File: config.mk
export PLATFORM = sky130hd
export DESIGN_NAME = waveform_envelope_pyramid_unit
export DESIGN_NICKNAME = d
export VERILOG_FILES = /design/src/rtl/core/wep_pkg.sv /design/src/rtl/core/wep_fifo.sv /design/src/rtl/core/wep_front.sv /design/src/rtl/core/wep_back.sv /design/src/rtl/core/waveform_envelope_pyramid_unit.sv
export VERILOG_INCLUDE_DIRS = /design/src /design/src/rtl/core
export SDC_FILE = /design/constraint.sdc
export NUM_CORES = 2
export LEC_CHECK = 0
export BUFFER_PORTS_ARGS = -buffer_cell sky130_fd_sc_hd__buf_2
export CORE_MARGIN = 5
export CORE_UTILIZATION = 64
export CTS_BUF_LIST = sky130_fd_sc_hd__clkbuf_16
export DETAILED_ROUTE_END_ITERATION = 8
export PLACE_DENSITY = 0.86
export SETUP_SLACK_MARGIN = 0.5
export SLEW_MARGIN = 20
export SYNTH_ARGS = -nofsm -noshare
export SYNTH_HDL_FRONTEND = slang
export SYNTH_HIERARCHICAL = 1
export SYNTH_SLANG_ARGS = --single-unit
File: constraint.sdc
create_clock -name clk -period 16.2 [get_ports clk]
set_clock_uncertainty 0.2 [all_clocks]
set_input_delay 2.43 -clock clk [delete_from_list [all_inputs] [get_ports clk]]
set_output_delay 2.43 -clock clk [all_outputs]
set_load 0.01 [all_outputs]
File: src/rtl/core/waveform_envelope_pyramid_unit_assert.svh
// Assertion macros for the envelope pyramid unit.
// Needs clk and arst_n in the scope of each use.
`ifndef WAVEFORM_ENVELOPE_PYRAMID_UNIT_ASSERT_SVH
`define WAVEFORM_ENVELOPE_PYRAMID_UNIT_ASSERT_SVH

// cause and effect in the same cycle
`define WEP_ASSERT_SAME(lbl, ante, cons, msg) \
	lbl: assert property (@(posedge clk) disable iff (!arst_n) (ante) |-> (cons)) \
		else $error(msg);

// cause, then effect in the next cycle
`define WEP_ASSERT_NEXT(lbl, ante, cons, msg) \
	lbl: assert property (@(posedge clk) disable iff (!arst_n) (ante) |=> (cons)) \
		else $error(msg);

`endif

File: src/rtl/core/wep_pkg.sv
// Shared types and constants of the envelope pyramid unit.
// No dependencies.
package wep_pkg;

	localparam int CFG_INDEX_W = 2;
	localparam int CFG_DATA_W  = 5;
	localparam int PEAK_W      = 17;
	localparam int LVL_W       = 5;
	localparam int FILL_W      = 16;
	localparam int JOB_DEPTH   = 4;
	localparam int RES_DEPTH   = 4;
	localparam int LEVEL_CAP   = 16;
	localparam int SHIFT_CAP   = 16;
	localparam int CHAN_CAP    = 8;

	typedef enum logic [CFG_INDEX_W-1:0] {
		REG_CHANNEL_TOTAL,
		REG_CHANNEL_PICK,
		REG_BASE_SHIFT,
		REG_LEVEL_TOTAL
	} cfg_reg_t;

	typedef enum logic [1:0] {
		BK_IDLE,
		BK_CASC,
		BK_FLUSH,
		BK_FINISH
	} back_state_t;

	typedef struct packed {
		logic [3:0]       total;
		logic [2:0]       pick;
		logic [4:0]       shift;
		logic [LVL_W-1:0] levels;
	} cfg_eff_t;

	typedef struct packed {
		logic signed [15:0] sample;
		logic               final_req;
	} sample_item_t;

	typedef struct packed {
		logic [3:0]  level;
		logic [14:0] amplitude;
		logic        run_end;
		logic        stream_done;
	} result_t;

	localparam int RESULT_W = $bits(result_t);

endpackage

File: src/rtl/core/wep_fifo.sv
// Small synchronous queue with fall-through read of the oldest item.
// No dependencies.
module wep_fifo #(
	parameter int WIDTH = 8,
	parameter int DEPTH = 4
) (
	input  logic             clk,
	input  logic             arst_n,
	input  logic             push,
	input  logic             pop,
	input  logic [WIDTH-1:0] wdata,
	output logic [WIDTH-1:0] rdata,
	output logic             full,
	output logic             empty
);
	localparam int AW = (DEPTH > 1) ? $clog2(DEPTH) : 1;
	localparam int CW = $clog2(DEPTH + 1);

	logic [WIDTH-1:0] mem_q [DEPTH];
	logic [AW-1:0]    wr_q, rd_q;
	logic [CW-1:0]    cnt_q;
	logic             do_push, do_pop;

	assign full    = (cnt_q == CW'(DEPTH));
	assign empty   = (cnt_q == '0);
	assign do_push = push && !full;
	assign do_pop  = pop && !empty;
	assign rdata   = mem_q[rd_q];

	always_ff @(posedge clk or negedge arst_n) begin
		if (!arst_n) begin
			wr_q  <= '0;
			rd_q  <= '0;
			cnt_q <= '0;
		end else begin
			if (do_push) begin
				wr_q <= (wr_q == AW'(DEPTH - 1)) ? '0 : wr_q + AW'(1);
			end
			if (do_pop) begin
				rd_q <= (rd_q == AW'(DEPTH - 1)) ? '0 : rd_q + AW'(1);
			end
			if (do_push && !do_pop) begin
				cnt_q <= cnt_q + CW'(1);
			end else if (do_pop && !do_push) begin
				cnt_q <= cnt_q - CW'(1);
			end
		end
	end

	always_ff @(posedge clk) begin
		if (do_push) begin
			mem_q[wr_q] <= wdata;
		end
	end

endmodule

File: src/rtl/core/wep_front.sv
// Front end: channel selection and level-0 block accumulation.
// Depends on wep_pkg; hands finished blocks and flush requests on as jobs.
module wep_front #(
	parameter int SUM_WIDTH = 48
) (
	input  logic                      clk,
	input  logic                      arst_n,
	input  wep_pkg::cfg_eff_t         cfg,
	input  logic                      take,
	input  wep_pkg::sample_item_t     item,
	output logic                      job_push,
	output logic                      job_blk,
	output logic                      job_fin,
	output logic [SUM_WIDTH-1:0]      job_sum,
	output logic [wep_pkg::PEAK_W-1:0] job_peak
);
	import wep_pkg::*;

	function automatic logic [2:0] pick_mod(input logic [2:0] pick, input logic [3:0] total);
		logic [3:0] r;
		r = {1'b0, pick};
		for (int i = 0; i < 7; i++) begin
			if (r >= total) begin
				r = r - total;
			end
		end
		return r[2:0];
	endfunction

	logic [SUM_WIDTH-1:0] sum0_q;
	logic [PEAK_W-1:0]    peak0_q;
	logic [FILL_W-1:0]    fill_q;
	logic [2:0]           slot_q;

	logic [2:0]           slot_eff, slot_nxt;
	logic                 sel;
	logic [15:0]          raw;
	logic [PEAK_W-1:0]    mag;
	logic [SUM_WIDTH:0]   sum_wide;
	logic [SUM_WIDTH-1:0] acc_sum;
	logic [PEAK_W-1:0]    acc_peak;
	logic [PEAK_W-1:0]    size;
	logic                 blk_done;

	assign slot_eff = ({1'b0, slot_q} >= cfg.total) ? '0 : slot_q;
	assign slot_nxt = (({1'b0, slot_eff} + 4'd1) >= cfg.total) ? '0 : slot_eff + 3'd1;
	assign sel      = (slot_eff == pick_mod(cfg.pick, cfg.total));
	assign raw      = item.sample;
	assign mag      = raw[15] ? (17'h10000 - {1'b0, raw}) : {1'b0, raw};
	assign sum_wide = {1'b0, sum0_q} + (SUM_WIDTH + 1)'(mag);
	assign acc_sum  = sum_wide[SUM_WIDTH] ? '1 : sum_wide[SUM_WIDTH-1:0];
	assign acc_peak = (mag > peak0_q) ? mag : peak0_q;
	assign size     = PEAK_W'(1) << cfg.shift;
	assign blk_done = sel && (({1'b0, fill_q} + 17'd1) >= size);

	assign job_push = take && (blk_done || item.final_req);
	assign job_blk  = blk_done;
	assign job_fin  = item.final_req;
	assign job_sum  = acc_sum;
	assign job_peak = acc_peak;

	always_ff @(posedge clk or negedge arst_n) begin
		if (!arst_n) begin
			sum0_q  <= '0;
			peak0_q <= '0;
			fill_q  <= '0;
			slot_q  <= '0;
		end else if (take) begin
			if (item.final_req) begin
				sum0_q  <= '0;
				peak0_q <= '0;
				fill_q  <= '0;
				slot_q  <= '0;
			end else begin
				slot_q <= slot_nxt;
				if (blk_done) begin
					sum0_q  <= '0;
					peak0_q <= '0;
					fill_q  <= '0;
				end else if (sel) begin
					sum0_q  <= acc_sum;
					peak0_q <= acc_peak;
					fill_q  <= fill_q + FILL_W'(1);
				end
			end
		end
	end

endmodule

File: src/rtl/core/wep_back.sv
// Back end: level cascade, flush walk and amplitude of each finished block.
// Depends on wep_pkg; takes jobs from the front queue, feeds the result queue.
module wep_back #(
	parameter int MAX_LEVELS = 16,
	parameter int SUM_WIDTH  = 48
) (
	input  logic                           clk,
	input  logic                           arst_n,
	input  wep_pkg::cfg_eff_t              cfg,
	input  logic                           job_valid,
	input  logic                           job_blk,
	input  logic                           job_fin,
	input  logic [SUM_WIDTH-1:0]           job_sum,
	input  logic [wep_pkg::PEAK_W-1:0]     job_peak,
	output logic                           job_pop,
	input  logic                           res_full,
	output logic                           res_push,
	output wep_pkg::result_t               res_data
);
	import wep_pkg::*;

	localparam int IDX_W = (MAX_LEVELS > 1) ? $clog2(MAX_LEVELS) : 1;

	back_state_t          state_q, state_d;
	logic [LVL_W-1:0]     lvl_q;
	logic [SUM_WIDTH-1:0] sum_q;
	logic [PEAK_W-1:0]    peak_q;
	logic                 carry_q, fin_q;
	logic [MAX_LEVELS-1:0] pend_q;
	logic [SUM_WIDTH-1:0] lsum_q  [MAX_LEVELS];
	logic [PEAK_W-1:0]    lpeak_q [MAX_LEVELS];

	logic                 hold_vld_q;
	logic [LVL_W-1:0]     hold_lvl_q;
	logic [SUM_WIDTH-1:0] hold_sum_q;
	logic [PEAK_W-1:0]    hold_peak_q;

	logic [LVL_W-1:0]     up;
	logic [IDX_W-1:0]     rd_idx;
	logic                 pend_rd;
	logic [SUM_WIDTH:0]   merge_wide;
	logic [SUM_WIDTH-1:0] merged_sum;
	logic [PEAK_W-1:0]    merged_peak;
	logic                 step_ok, in_range, casc_end;
	logic                 emit_new, finish_go;
	logic [SUM_WIDTH-1:0] new_sum;
	logic [PEAK_W-1:0]    new_peak;

	logic [5:0]           sh_amt;
	logic [SUM_WIDTH-1:0] mean_full;
	logic [15:0]          mean16;
	logic [17:0]          avg;
	logic [16:0]          half;

	assign up          = lvl_q + LVL_W'(1);
	assign rd_idx      = (state_q == BK_CASC) ? up[IDX_W-1:0] : lvl_q[IDX_W-1:0];
	assign pend_rd     = pend_q[rd_idx];
	assign merge_wide  = {1'b0, lsum_q[rd_idx]} + {1'b0, sum_q};
	assign merged_sum  = merge_wide[SUM_WIDTH] ? '1 : merge_wide[SUM_WIDTH-1:0];
	assign merged_peak = (lpeak_q[rd_idx] > peak_q) ? lpeak_q[rd_idx] : peak_q;
	assign step_ok     = !hold_vld_q || !res_full;
	assign in_range    = (lvl_q < cfg.levels);
	assign casc_end    = !in_range || (up >= cfg.levels) || !pend_rd;
	assign finish_go   = !hold_vld_q || !res_full;

	always_comb begin
		state_d = state_q;
		case (state_q)
			BK_IDLE: begin
				if (job_valid) begin
					if (job_blk) begin
						state_d = BK_CASC;
					end else if (job_fin) begin
						state_d = BK_FLUSH;
					end else begin
						state_d = BK_FINISH;
					end
				end
			end
			BK_CASC: begin
				if (step_ok && casc_end) begin
					state_d = fin_q ? BK_FLUSH : BK_FINISH;
				end
			end
			BK_FLUSH: begin
				if (step_ok && !in_range) begin
					state_d = BK_FINISH;
				end
			end
			BK_FINISH: begin
				if (finish_go) begin
					state_d = BK_IDLE;
				end
			end
			default: state_d = BK_IDLE;
		endcase
	end

	always_comb begin
		job_pop  = 1'b0;
		emit_new = 1'b0;
		new_sum  = sum_q;
		new_peak = peak_q;
		case (state_q)
			BK_IDLE: begin
				job_pop = job_valid;
			end
			BK_CASC: begin
				emit_new = step_ok && in_range;
			end
			BK_FLUSH: begin
				emit_new = step_ok && in_range && (pend_rd || carry_q);
				if (pend_rd) begin
					new_sum  = carry_q ? merged_sum : lsum_q[rd_idx];
					new_peak = carry_q ? merged_peak : lpeak_q[rd_idx];
				end
			end
			default: ;
		endcase
		res_push = (emit_new && hold_vld_q) || (state_q == BK_FINISH && hold_vld_q && !res_full);
	end

	assign sh_amt    = {1'b0, cfg.shift} + {1'b0, hold_lvl_q};
	assign mean_full = hold_sum_q >> sh_amt;
	assign mean16    = (|(mean_full >> 16)) ? 16'hFFFF : mean_full[15:0];
	assign avg       = {2'b00, mean16} + {1'b0, hold_peak_q};
	assign half      = avg[17:1];

	always_comb begin
		res_data.level       = hold_lvl_q[3:0];
		res_data.amplitude   = (|half[16:15]) ? 15'h7FFF : half[14:0];
		res_data.run_end     = (state_q == BK_FINISH);
		res_data.stream_done = (state_q == BK_FINISH) && fin_q;
	end

	always_ff @(posedge clk or negedge arst_n) begin
		if (!arst_n) begin
			state_q    <= BK_IDLE;
			lvl_q      <= '0;
			carry_q    <= 1'b0;
			fin_q      <= 1'b0;
			pend_q     <= '0;
			hold_vld_q <= 1'b0;
		end else begin
			state_q <= state_d;
			if (emit_new) begin
				hold_vld_q <= 1'b1;
			end else if (state_q == BK_FINISH && finish_go) begin
				hold_vld_q <= 1'b0;
			end
			case (state_q)
				BK_IDLE: begin
					if (job_valid) begin
						lvl_q   <= job_blk ? LVL_W'(0) : LVL_W'(1);
						fin_q   <= job_fin;
						carry_q <= 1'b0;
					end
				end
				BK_CASC: begin
					if (step_ok) begin
						if (in_range && up < cfg.levels) begin
							pend_q[rd_idx] <= !pend_rd;
						end
						if (casc_end) begin
							lvl_q   <= LVL_W'(1);
							carry_q <= 1'b0;
						end else begin
							lvl_q <= up;
						end
					end
				end
				BK_FLUSH: begin
					if (step_ok && in_range) begin
						lvl_q <= up;
						if (pend_rd) begin
							carry_q <= 1'b1;
						end
					end
				end
				BK_FINISH: begin
					if (finish_go && fin_q) begin
						pend_q <= '0;
					end
				end
				default: ;
			endcase
		end
	end

	always_ff @(posedge clk) begin
		if (emit_new) begin
			hold_lvl_q  <= lvl_q;
			hold_sum_q  <= new_sum;
			hold_peak_q <= new_peak;
		end
		case (state_q)
			BK_IDLE: begin
				if (job_valid) begin
					sum_q  <= job_sum;
					peak_q <= job_peak;
				end
			end
			BK_CASC: begin
				if (step_ok && in_range && up < cfg.levels) begin
					if (pend_rd) begin
						sum_q  <= merged_sum;
						peak_q <= merged_peak;
					end else begin
						lsum_q[rd_idx]  <= sum_q;
						lpeak_q[rd_idx] <= peak_q;
					end
				end
			end
			BK_FLUSH: begin
				if (emit_new) begin
					sum_q  <= new_sum;
					peak_q <= new_peak;
				end
			end
			default: ;
		endcase
	end

endmodule

File: src/rtl/core/waveform_envelope_pyramid_unit.sv
// Envelope pyramid unit: top level with register file and the two queues.
// Depends on wep_pkg, wep_fifo, wep_front, wep_back and the assertion header.
//
// Usage: samples go in through push/full (payload sample_item), results come out
// through empty/pop (payload result, the oldest result shown while empty is low).
// Registers are written through cfg_en/cfg_index/cfg_data with no wait state.
// The front takes one sample per cycle while its job queue has room; a sample
// that finishes no level-0 block and carries no final_req yields nothing.
// A finished block or a flush becomes a job for the back end, which walks the
// levels one per cycle while the result queue has room. The first result of a
// job passes through the job queue and the back end's hold register before it
// reaches the result queue and the outputs.
// A four-entry job queue absorbs bursts so the front keeps taking samples.
// When the receiver stalls, the four-entry result queue fills, the back end
// holds, then the job queue fills and full rises.
// Reset clears the front accumulators and the pyramid's pending flags and sets the registers to their defaults;
// no clearing pass follows, the block takes samples in the first cycle.
`include "waveform_envelope_pyramid_unit_assert.svh"

module waveform_envelope_pyramid_unit #(
	parameter int MAX_LEVELS = 16,
	parameter int SUM_WIDTH  = 48
) (
	input  logic                               clk,
	input  logic                               arst_n,
	input  logic                               push,
	output logic                               full,
	input  wep_pkg::sample_item_t              sample_item,
	output logic                               empty,
	input  logic                               pop,
	output wep_pkg::result_t                   result,
	input  logic                               cfg_en,
	input  logic [wep_pkg::CFG_INDEX_W-1:0]    cfg_index,
	input  logic [wep_pkg::CFG_DATA_W-1:0]     cfg_data
);
	import wep_pkg::*;

	localparam int JOB_W  = SUM_WIDTH + PEAK_W + 2;
	localparam int LV_CAP = (MAX_LEVELS > LEVEL_CAP) ? LEVEL_CAP : MAX_LEVELS;

	logic [3:0] channel_total_q;
	logic [2:0] channel_pick_q;
	logic [4:0] base_shift_q;
	logic [4:0] level_total_q;
	cfg_eff_t   cfg_eff;

	logic                 take;
	logic                 job_push, job_blk, job_fin;
	logic [SUM_WIDTH-1:0] job_sum;
	logic [PEAK_W-1:0]    job_peak;
	logic [JOB_W-1:0]     job_wdata, job_rdata;
	logic                 job_full, job_empty, job_pop;
	logic                 res_push, res_full;
	result_t              res_data;
	logic [RESULT_W-1:0]  res_rdata;

	always_ff @(posedge clk or negedge arst_n) begin
		if (!arst_n) begin
			channel_total_q <= 4'd1;
			channel_pick_q  <= 3'd0;
			base_shift_q    <= 5'd0;
			level_total_q   <= 5'd1;
		end else if (cfg_en) begin
			case (cfg_reg_t'(cfg_index))
				REG_CHANNEL_TOTAL: channel_total_q <= cfg_data[3:0];
				REG_CHANNEL_PICK:  channel_pick_q  <= cfg_data[2:0];
				REG_BASE_SHIFT:    base_shift_q    <= cfg_data;
				REG_LEVEL_TOTAL:   level_total_q   <= cfg_data;
				default: ;
			endcase
		end
	end

	always_comb begin
		cfg_eff.total  = (channel_total_q == 4'd0) ? 4'd1 :
			(channel_total_q > 4'(CHAN_CAP)) ? 4'(CHAN_CAP) : channel_total_q;
		cfg_eff.pick   = channel_pick_q;
		cfg_eff.shift  = (base_shift_q > 5'(SHIFT_CAP)) ? 5'(SHIFT_CAP) : base_shift_q;
		cfg_eff.levels = (level_total_q > LVL_W'(LV_CAP)) ? LVL_W'(LV_CAP) : level_total_q;
	end

	assign full = job_full;
	assign take = push && !job_full;

	wep_front #(
		.SUM_WIDTH(SUM_WIDTH)
	) u_front (
		.clk      (clk),
		.arst_n   (arst_n),
		.cfg      (cfg_eff),
		.take     (take),
		.item     (sample_item),
		.job_push (job_push),
		.job_blk  (job_blk),
		.job_fin  (job_fin),
		.job_sum  (job_sum),
		.job_peak (job_peak)
	);

	assign job_wdata = {job_fin, job_blk, job_peak, job_sum};

	wep_fifo #(
		.WIDTH(JOB_W),
		.DEPTH(JOB_DEPTH)
	) u_job_q (
		.clk    (clk),
		.arst_n (arst_n),
		.push   (job_push),
		.pop    (job_pop),
		.wdata  (job_wdata),
		.rdata  (job_rdata),
		.full   (job_full),
		.empty  (job_empty)
	);

	wep_back #(
		.MAX_LEVELS(MAX_LEVELS),
		.SUM_WIDTH (SUM_WIDTH)
	) u_back (
		.clk       (clk),
		.arst_n    (arst_n),
		.cfg       (cfg_eff),
		.job_valid (!job_empty),
		.job_blk   (job_rdata[JOB_W-2]),
		.job_fin   (job_rdata[JOB_W-1]),
		.job_sum   (job_rdata[SUM_WIDTH-1:0]),
		.job_peak  (job_rdata[SUM_WIDTH +: PEAK_W]),
		.job_pop   (job_pop),
		.res_full  (res_full),
		.res_push  (res_push),
		.res_data  (res_data)
	);

	wep_fifo #(
		.WIDTH(RESULT_W),
		.DEPTH(RES_DEPTH)
	) u_res_q (
		.clk    (clk),
		.arst_n (arst_n),
		.push   (res_push),
		.pop    (pop),
		.wdata  (res_data),
		.rdata  (res_rdata),
		.full   (res_full),
		.empty  (empty)
	);

	assign result = result_t'(res_rdata);

	`WEP_ASSERT_SAME(a_job_room, job_push, !job_full, "job pushed into a full queue")
	`WEP_ASSERT_SAME(a_res_room, res_push, !res_full, "result pushed into a full queue")
	`WEP_ASSERT_SAME(a_res_level, res_push, ({1'b0, res_data.level} < cfg_eff.levels),
		"result level beyond the configured level count")
	`WEP_ASSERT_SAME(a_done_last, !empty && result.stream_done, result.run_end,
		"stream end flagged on a result that is not the last of its item")

endmodule
==> reports/metrics.cfg <==
[status]
status = complete, but fails checks
failed_checks = DRC

[cts]
post_cts_resize_count = 0
cts_max_path_buffers = 3
cts.sink_count = 1668
cts_buffers = 162
htree_levels = 4
cts_hold_buf = 0
clk_pin_slew_worst_paths_ns = 0.06
cts_root_buffer = clkbuf_16
clk_latency_ns = 0.81
postCtsSetupBuffers = 0
cts_tree = done

[synth]
ys_types = 103
async_flop_share_pct = 8.45
synth_compound_area_share_pct = 6.97
synth_area_per_cell_um2 = 16.3
synth-simple-area-share_pct = 5.98
yosys.area_share.adder_pct = 3.65
synth.mux.area_fraction_pct = 15.8
synthesis.instances = 4748
ys_seq_area_share_pct = 64.0
synth-edff-count = 1527
yosys_warnings = 6
synthFlopType = edfxtp_1
synthXorXnorAreaFrac_pct = 1.51
synth_area_um2 = 77200
synth_top_family_by_area = multiplexers
ys_ff_latch = 1668

[global_route]
grt_pass1_vias = 47292
grt_pass1_wl_um = 303000
grt_max_degree = 77
busiest_layer = met2
track_usage_pct = 32.1
grt-ovfl-total = 0
grtUsageMet1_pct = 42.8
antenna_found_initial = 3
use_met3_pct = 7.48
use_met2_pct = 51.2

[routing]
detail_route.wl_per_cell_um = 31.0
antenna_left = 0
vias = 47078
drtIter0Drc = 7644
drc = 6
dr.pass1.iters = 9
wl_um = 203000
routed_via_density = 7.18

[critical_path]
cpPeakStageDelay_ns = 0.68
rrSetupSlack_ns = 1.94
path_max_fanout = 42
cp-start-kind = flop
arrival_ns = 14.49
end_kind = flop
cpMaxStageDelayCell = and2_2
criticalPathCategory = reg2reg
cp_common_cell = ha_1
required_ns = 16.44

[sta]
hold_ws_ns = 0.296
rsz0062_at_grt = no
layout_setup_ws_ns = 1.94
worst_pin_slew_ns = 1.13
setup_violations = 0
tns_ns = 0
fin_crit_ns = 14.26
max_slew_margin_pct = 24.8
hold_viol = 0
final_max_slew_viol_count = 0
max_clock_freq_mhz = 70.1
fin_crit_sh_pct = 88.0

[die]
start_util_pct = 64.4
die-width_um = 357
pin_count = 52
dieArea_um2 = 128000
fp.dieH_um = 357
placementRows = 127
core-area_um2 = 120000

[layout]
design_area_um2 = 84600
layout-drive-gt1-share_pct = 20.1
finalNetCount = 5065
areaGrowthSynthToFinish_pct = 9.63
fill_cells = 7078

[placed_design]
port_buffers = 51
place_ws_ns = 1.92
dpl-instance-area_um2 = 79300
hpwl_um = 118000
place_congestion = 0.937

[min_path]
hp-class = reg2reg

[job]
drv_cap = 0

==> layer usage <==
layer  share of wire (%)  vias up
met1                  35    23482
li1                    -    19113
met5              0.0044        -
met4                 5.6        2
met3                  12      798
met2                  48     3683
==> cell usage in the layout (no fill, tap or decap), drive strengths merged, types with 32 or more instances in the layout <==
master and instances:
edfxtp 1527, mux4 464, nand2 354, nor2 233
ha 204, inv 165, clkbuf 162, a21oi 162
o21ai 151, buf 143, dfrtp 139, mux2 86
xnor2 80, a21o 79, a22o 77, mux2i 75
nand3 69, clkinv 64, xor2 53, nor3 50
nor2b 43, nand2b 42, a31oi 36, o211ai 34
nand4 32
==> state kept, by name, summed over array words and instances, names as in the netlist, 4 cells and up <==
name and count:
base_shift_q 5, channel_total_q 4, level_total_q 5, u_back/hold_lvl_q 5, u_back/hold_peak_q 17, u_back/hold_sum_q 48, u_back/lpeak_q 272, u_back/lsum_q 768
u_back/lvl_q 5, u_back/peak_q 17, u_back/pend_q 16, u_back/sum_q 48, u_front/fill_q 16, u_front/peak0_q 17, u_front/sum0_q 48, u_job_q/mem_q 268
u_res_q/mem_q 84
==> stage by stage <==
stage               utilization (%)  instances
CTS                            70.6       6559
detailed placement             66.2       6267
finish                         70.6       6560
global placement               66.2       6267
global route                   70.6       6559
floorplan                         -       4749
==> cell type report <==
type,instances,area [um2],share of cell area [%]
clock buffers,162,4050,4.79
flip-flops and latches,1668,49400,58.4
diodes,1,2.50,0.00296
clock inverters,130,1190,1.40
multi-input cells,2724,26500,31.3
inverters,120,450,0.532
well taps,1612,2020,2.38
repair buffers,143,1030,1.21
==> Yosys cell counts, drive strengths merged (7+ instances only) <==
cell type / n / area, um2
a222oi: 10 / 100
nand2: 354 / 1330
o2bb2ai: 7 / 61.3
o211ai: 34 / 260
xor2: 53 / 464
nor3b: 19 / 170
clkbuf: 127 / 477
buf: 110 / 699
xnor2: 80 / 701
or2: 9 / 56.3
mux4: 464 / 10500
fa: 13 / 260
nand3: 69 / 345
or3: 20 / 125
a21o: 79 / 593
a2111oi: 12 / 125
and2: 28 / 175
mux2i: 75 / 751
inv: 119 / 447
a211oi: 20 / 150
mux2: 86 / 980
o221ai: 15 / 131
a221o: 29 / 290
and3: 29 / 181
nand2b: 42 / 263
nand4: 32 / 200
nor2b: 43 / 279
dfrtp: 139 / 3480
a22oi: 23 / 173
o31ai: 12 / 100
o21a: 28 / 210
a21boi: 14 / 105
o21ai: 151 / 767
nor3: 50 / 250
nor4: 11 / 68.8
o21bai: 13 / 97.6
a21oi: 162 / 822
a31oi: 36 / 231
edfxtp: 1527 / 45900
ha: 204 / 2550
a22o: 77 / 674
and4: 13 / 114
nor2: 233 / 875
==> final timing paths <==
check / startpoint / endpoint / cells after the start
worst max-delay path: channel_total_q[0] / u_job_q/mem_q[2][13] / 52
worst min-delay path: base_shift_q[3] / base_shift_q[3] / 1
worst max register to register: channel_total_q[0] / u_job_q/mem_q[2][13] / 52
worst min register to register: base_shift_q[3] / base_shift_q[3] / 1
max in group asynchronous: arst_n / u_front/sum0_q[13] / 2
min in group asynchronous: arst_n / u_front/fill_q[5] / 1
==> cells by family (layout without fill, tap and decap cells) <==
group                    count (synthesis)  after routing
AND/OR/NAND/NOR                        973            973
XOR/XNOR                               133            133
adder cells (fa/ha/maj)                217            217
buffers and inverters                  357            555
AO/OA/AOI/OAI                          774            774
flip-flops                            1668           1668
other                                    1              3
multiplexers                           625            625
==> worst max-delay path, delay by kind of cell, from the launching register on <==
| family | cells | cell delay (ns) |
|---|---|---|
| AOI/OAI and AO/OA | 21 | 5.30 |
| DFF | 1 | 0.52 |
| muxes | 2 | 0.67 |
| adders and majority gates | 10 | 3.11 |
| and+or+nand+nor | 13 | 3.24 |
| buffers and inverters | 6 | 0.84 |
Power is left out: the tool's default activity adds up to more than one toggle a clock period on the data nets, which glitch-free logic cannot reach.
